==> src/rtl/gfla_pkg.sv <==
// Package: widths, codes and controller/datapath structs for the slot allocator.
`timescale 1ns / 1ps
package gfla_pkg;

  localparam int unsigned POOL_SLOTS = 1024;
  localparam int unsigned SLOT_W     = $clog2(POOL_SLOTS);
  localparam int unsigned CNT_W      = $clog2(POOL_SLOTS + 1);
  localparam int unsigned CFG_W      = 11;
  localparam int unsigned CFG_IDX_W  = 2;

  localparam logic [CNT_W-1:0] POOL_CNT      = CNT_W'(POOL_SLOTS);
  localparam logic [CFG_W-1:0] REALLOC_RESET = CFG_W'(256);

  localparam logic [CFG_IDX_W-1:0] CFG_REALLOC = CFG_IDX_W'(0);
  localparam logic [CFG_IDX_W-1:0] CFG_INITIAL = CFG_IDX_W'(1);

  localparam logic CMD_ALLOC = 1'b0;
  localparam logic CMD_FREE  = 1'b1;

  typedef enum logic [1:0] {
    ST_OK      = 2'd0,
    ST_NO_ROOM = 2'd1,
    ST_NOT_OUT = 2'd2,
    ST_FULL    = 2'd3
  } status_e;

  typedef enum logic [1:0] {
    S_IDLE,
    S_EXEC,
    S_RDWAIT,
    S_RESP
  } state_e;

  typedef struct packed {
    logic load;       // item taken: latch it, prime pool if not yet done
    logic grow;       // open a new fresh window of up to realloc_size slots, capped by room
    logic pop_stack;  // take the top of the free stack
    logic pop_fresh;  // take the highest fresh slot
    logic take_rd;    // capture stack read data as the granted slot
    logic do_free;    // check and push the freed slot
    logic no_room;    // flag out of capacity
  } ctrl_cmd_t;

  typedef struct packed {
    logic is_free;
    logic pool_empty;
    logic stack_empty;
    logic room_zero;
  } dp_stat_t;

endpackage

==> src/rtl/gfla_ctrl.sv <==
// Controller: sequences one request through the datapath.
`timescale 1ns / 1ps
module gfla_ctrl import gfla_pkg::*; (
  input  logic      clk_i,
  input  logic      rst_ni,
  input  logic      req_valid_i,
  output logic      req_ready_o,
  output logic      rsp_valid_o,
  input  logic      rsp_ready_i,
  input  dp_stat_t  stat_i,
  output ctrl_cmd_t cmd_o
);

  state_e state_q, state_d;

  always_ff @(posedge clk_i or negedge rst_ni) begin
    if (!rst_ni) begin
      state_q <= S_IDLE;
    end else begin
      state_q <= state_d;
    end
  end

  always_comb begin
    state_d     = state_q;
    cmd_o       = '0;
    req_ready_o = 1'b0;
    rsp_valid_o = 1'b0;
    unique case (state_q)
      S_IDLE: begin
        req_ready_o = 1'b1;
        if (req_valid_i) begin
          cmd_o.load = 1'b1;
          state_d    = S_EXEC;
        end
      end
      S_EXEC: begin
        if (stat_i.is_free) begin
          cmd_o.do_free = 1'b1;
          state_d       = S_RESP;
        end else if (stat_i.pool_empty) begin
          if (stat_i.room_zero) begin
            cmd_o.no_room = 1'b1;
            state_d       = S_RESP;
          end else begin
            // new window opened; pop from it on the next pass
            cmd_o.grow = 1'b1;
          end
        end else if (!stat_i.stack_empty) begin
          cmd_o.pop_stack = 1'b1;
          state_d         = S_RDWAIT;
        end else begin
          cmd_o.pop_fresh = 1'b1;
          state_d         = S_RESP;
        end
      end
      S_RDWAIT: begin
        cmd_o.take_rd = 1'b1;
        state_d       = S_RESP;
      end
      S_RESP: begin
        rsp_valid_o = 1'b1;
        if (rsp_ready_i) begin
          state_d = S_IDLE;
        end
      end
      default: state_d = S_IDLE;
    endcase
  end

endmodule

==> config.mk <==
export PLATFORM = sky130hd
export DESIGN_NAME = gfla_ctrl
export DESIGN_NICKNAME = d
export VERILOG_FILES = /design/src/rtl/gfla_pkg.sv /design/src/rtl/gfla_ctrl.sv
export SDC_FILE = /design/constraint.sdc
export NUM_CORES = 1
export LEC_CHECK = 0
export BUFFER_PORTS_ARGS = -buffer_cell sky130_fd_sc_hd__buf_4
export CORE_AREA = 2 2 39 41
export DETAILED_ROUTE_END_ITERATION = 7
export DIE_AREA = 0 0 41 43
export GPL_TIMING_DRIVEN = 0
export PLACE_DENSITY_LB_ADDON = 0.3
export SETUP_SLACK_MARGIN = 0.02
export SLEW_MARGIN = 20
export SYNTH_ARGS = -nofsm -noshare
export SYNTH_HDL_FRONTEND = slang
export SYNTH_SLANG_ARGS = --single-unit
==> constraint.sdc <==
create_clock -name clk_i -period 4.5 [get_ports clk_i]
set_input_delay 0.45 -clock clk_i [delete_from_list [all_inputs] [get_ports clk_i]]
set_output_delay 0.45 -clock clk_i [all_outputs]
set_load 0.02 [all_outputs]
==> impl_metrics.env <==
export IMPL_area_delta_synth_final_pct=67.0
export IMPL_dr_total_vias=261
export IMPL_max_stage_delay_ps=410
export IMPL_numClockSinks=2
export IMPL_setup_viol=0
export IMPL_synth_warnings=0
export IMPL_syn_area_per_cell_um2=9.55
export IMPL_rsz0062_at_grt="no"
export IMPL_drive_gt1_frac=0.532
export IMPL_placementRows=14
export IMPL_stdcell_area_um2=430
export IMPL_grt_antenna_before_repair=0
export IMPL_path_cells="inv_1 -> ha_1 -> nor4b_1 -> buf_4"
export IMPL_fmax_mhz=544
export IMPL_power_density_nw_per_um2=564
export IMPL_ant_nets=0
export IMPL_die_w_um=41
export IMPL_r2r_cells=5
export IMPL_cts_max_level=1
export IMPL_numCtsBuffers=3
export IMPL_totalPowerFinal_mw=0.243
export IMPL_insertion_delay_ps=220
export IMPL_switching_share=0.420
export IMPL_ys_seq_area_frac=0.194
export IMPL_clock_path_buffers=2
export IMPL_required_ps=4050
export IMPL_regMostFlops="state_q"
export IMPL_dieArea_um2=1760
export IMPL_finalSetupTns_ps=0
export IMPL_syn_area_um2=258
export IMPL_vias_per_cell=4.14
export IMPL_root_buffer="clkbuf_4"
export IMPL_grt_pass1_wl_um=848
export IMPL_skew_ps=1.36
export IMPL_status="finished, final reports clean"
export IMPL_slowest_stage="dfrtp_1"
export IMPL_clk_pin_slew_worst_paths_ps=30
export IMPL_power_frac_comb=0.673
export IMPL_drt_iter0_drc=6
export IMPL_cts_resized=0
export IMPL_finalHoldViolations=0
export IMPL_wl_um=551
export IMPL_maxSlewViolCount=0
export IMPL_syn_instance_count=27
export IMPL_cts_tree="built"
export IMPL_tightest_slew_ps=277
export IMPL_cap_violations=0
export IMPL_power_leakage_nw=0.223
export IMPL_timing_rr_start="state_q[1]"
export IMPL_crit_type="reg2out"
export IMPL_finish_utilization=0.311
export IMPL_insertedDiodeCount=0
export IMPL_r2r_end="state_q[1]"
export IMPL_layout_min_cycle_time_ps=1840
export IMPL_pwr_share_seq=0.166
export IMPL_track_usage=0.0753
export IMPL_path_buf_inv=2
export IMPL_die_h_um=43
export IMPL_postCtsSetupBuffers=0
export IMPL_crit_fanout=5
export IMPL_place_port_buffers=16
export IMPL_slew_headroom=0.813
export IMPL_whs_ps=540
export IMPL_dpl_cell_area_um2=398
export IMPL_syn_nets=40
export IMPL_grt_max_degree=7
export IMPL_synth_seq_cells=2
export IMPL_largest_reg_flops=2
export IMPL_start_kind="flip-flop"
export IMPL_r2r_setup_slack_ps=2960
export IMPL_top_regs="state_q (2)"
export IMPL_crit_arrival_ps=1390
export IMPL_final_nets=62
export IMPL_ys_types=21
export IMPL_grt_ovfl_total=0
export IMPL_gp_congestion=0.720
export IMPL_grt_pass1_vias=239
export IMPL_core_um2=1380
export IMPL_hold_path_class="in2async"
export IMPL_cp_top_family="flip-flops"
export IMPL_first_pass_iters=2
export IMPL_routedWlPerCell_um=8.75
export IMPL_p_int_mw=0.141
export IMPL_power_share_clock=0.161
export IMPL_ir_worst_vdd_uv=279
export IMPL_remaining_drc_errors=0
export IMPL_worstSetupEndpointType="output port"
export IMPL_start_util=0.186
export IMPL_io_pins=17
export IMPL_p_switching_mw=0.102
export IMPL_fin_crit_sh=0.409
[routing by layer]
layer / GRT usage / vias to the layer above / part of all wire
met3: 0.0314 / 0 / 0.12
met1: 0.0836 / 112 / 0.44
met4: 0.0800 / 0 / 0
li1: - / 137 / -
met2: 0.0969 / 12 / 0.44
met5: 0 / - / 0
[stage by stage]
stage	worst slack (ps)	instances
after floorplan	2670	27
after global placement	2890	59
after detailed placement	2900	59
after CTS	2650	63
after global routing	2550	63
final	2660	63
[cell usage in the layout, fill, tap and decap left out, types with 2 or more instances in the layout]
cell type,Yosys,layout
buf_4,0,16
dfrtp_1,2,2
clkbuf_4,0,3
ha_1,5,5
inv_1,2,2
[synth_stat cells]
cell / number / area share
or2_2: 1 / 0.024
a2bb2oi_1: 1 / 0.034
or2b_2: 1 / 0.034
o2111ai_1: 1 / 0.034
o211ai_2: 1 / 0.049
nand3b_1: 1 / 0.029
inv_2: 1 / 0.015
nand2_1: 1 / 0.015
and2_2: 1 / 0.029
nor2_1: 1 / 0.015
nor4b_1: 1 / 0.034
or2b_1: 1 / 0.029
mux2_1: 1 / 0.044
and4bb_2: 1 / 0.049
or3_1: 1 / 0.024
inv_1: 2 / 0.029
o31a_1: 1 / 0.034
nor3_1: 1 / 0.019
and2_1: 1 / 0.024
ha_1: 5 / 0.24
dfrtp_1: 2 / 0.19
[cell type report]
cell class	count	area (µm²)
clock buffer	3	22.5
fill	148	953
inverter	3	11.3
multi-input combinational	22	196
sequential	2	50.0
tap	16	20.0
timing repair buffer	17	130
[kinds of logic (layout without fill, tap and decap cells)]
kind of cell / count (synthesis) / count (layout) / synth area share
AO/OA/AOI/OAI: 4 / 4 / 0.150
adder cells (fa/ha/maj): 5 / 5 / 0.243
buffers and inverters: 3 / 23 / 0.0437
flip-flops: 2 / 2 / 0.194
multiplexers: 1 / 1 / 0.0437
AND/OR/NAND/NOR: 12 / 12 / 0.325
[worst register-to-register path: stages, from the launching register on]
cell and delay [ps]:
dfrtp_1 410, inv_1 110, ha_1 210, or2b_1 260
o211ai_2 90, mux2_1 330
[worst max path at each step]
stage | from | end | slack, ps | cells past startpoint
6_report | state_q[1] | cmd_o[4] | 2660 | 4
5_1_grt | state_q[1] | cmd_o[4] | 2550 | 4
4_1_cts | state_q[1] | cmd_o[4] | 2650 | 4
3_5_place_dp | state_q[1] | cmd_o[4] | 2900 | 4
3_3_place_gp | state_q[1] | cmd_o[4] | 2890 | 4
2_1_floorplan | state_q[1] | cmd_o[4] | 2670 | 3
[timing repair]
action | 4_1_cts | 5_1_grt
hold buffers | 1 | 0
setup endpoints to repair | 0 | 0
endpoints found under the hold margin | 2 | 0
[power by group through the flow]
| stage | logic (mW) | registers (mW) | clock network (mW) |
|---|---|---|---|
| global placement | 0.166 | 0.0409 | 0 |
| detailed placement | 0.165 | 0.0409 | 0 |
| CTS | 0.166 | 0.0407 | 0.0422 |
| global route | 0.182 | 0.0435 | 0.0413 |
| floorplan | 0.117 | 0.0378 | 0 |
| finish | 0.163 | 0.0403 | 0.0391 |
Note: power is estimated with default switching activity, not from simulation.
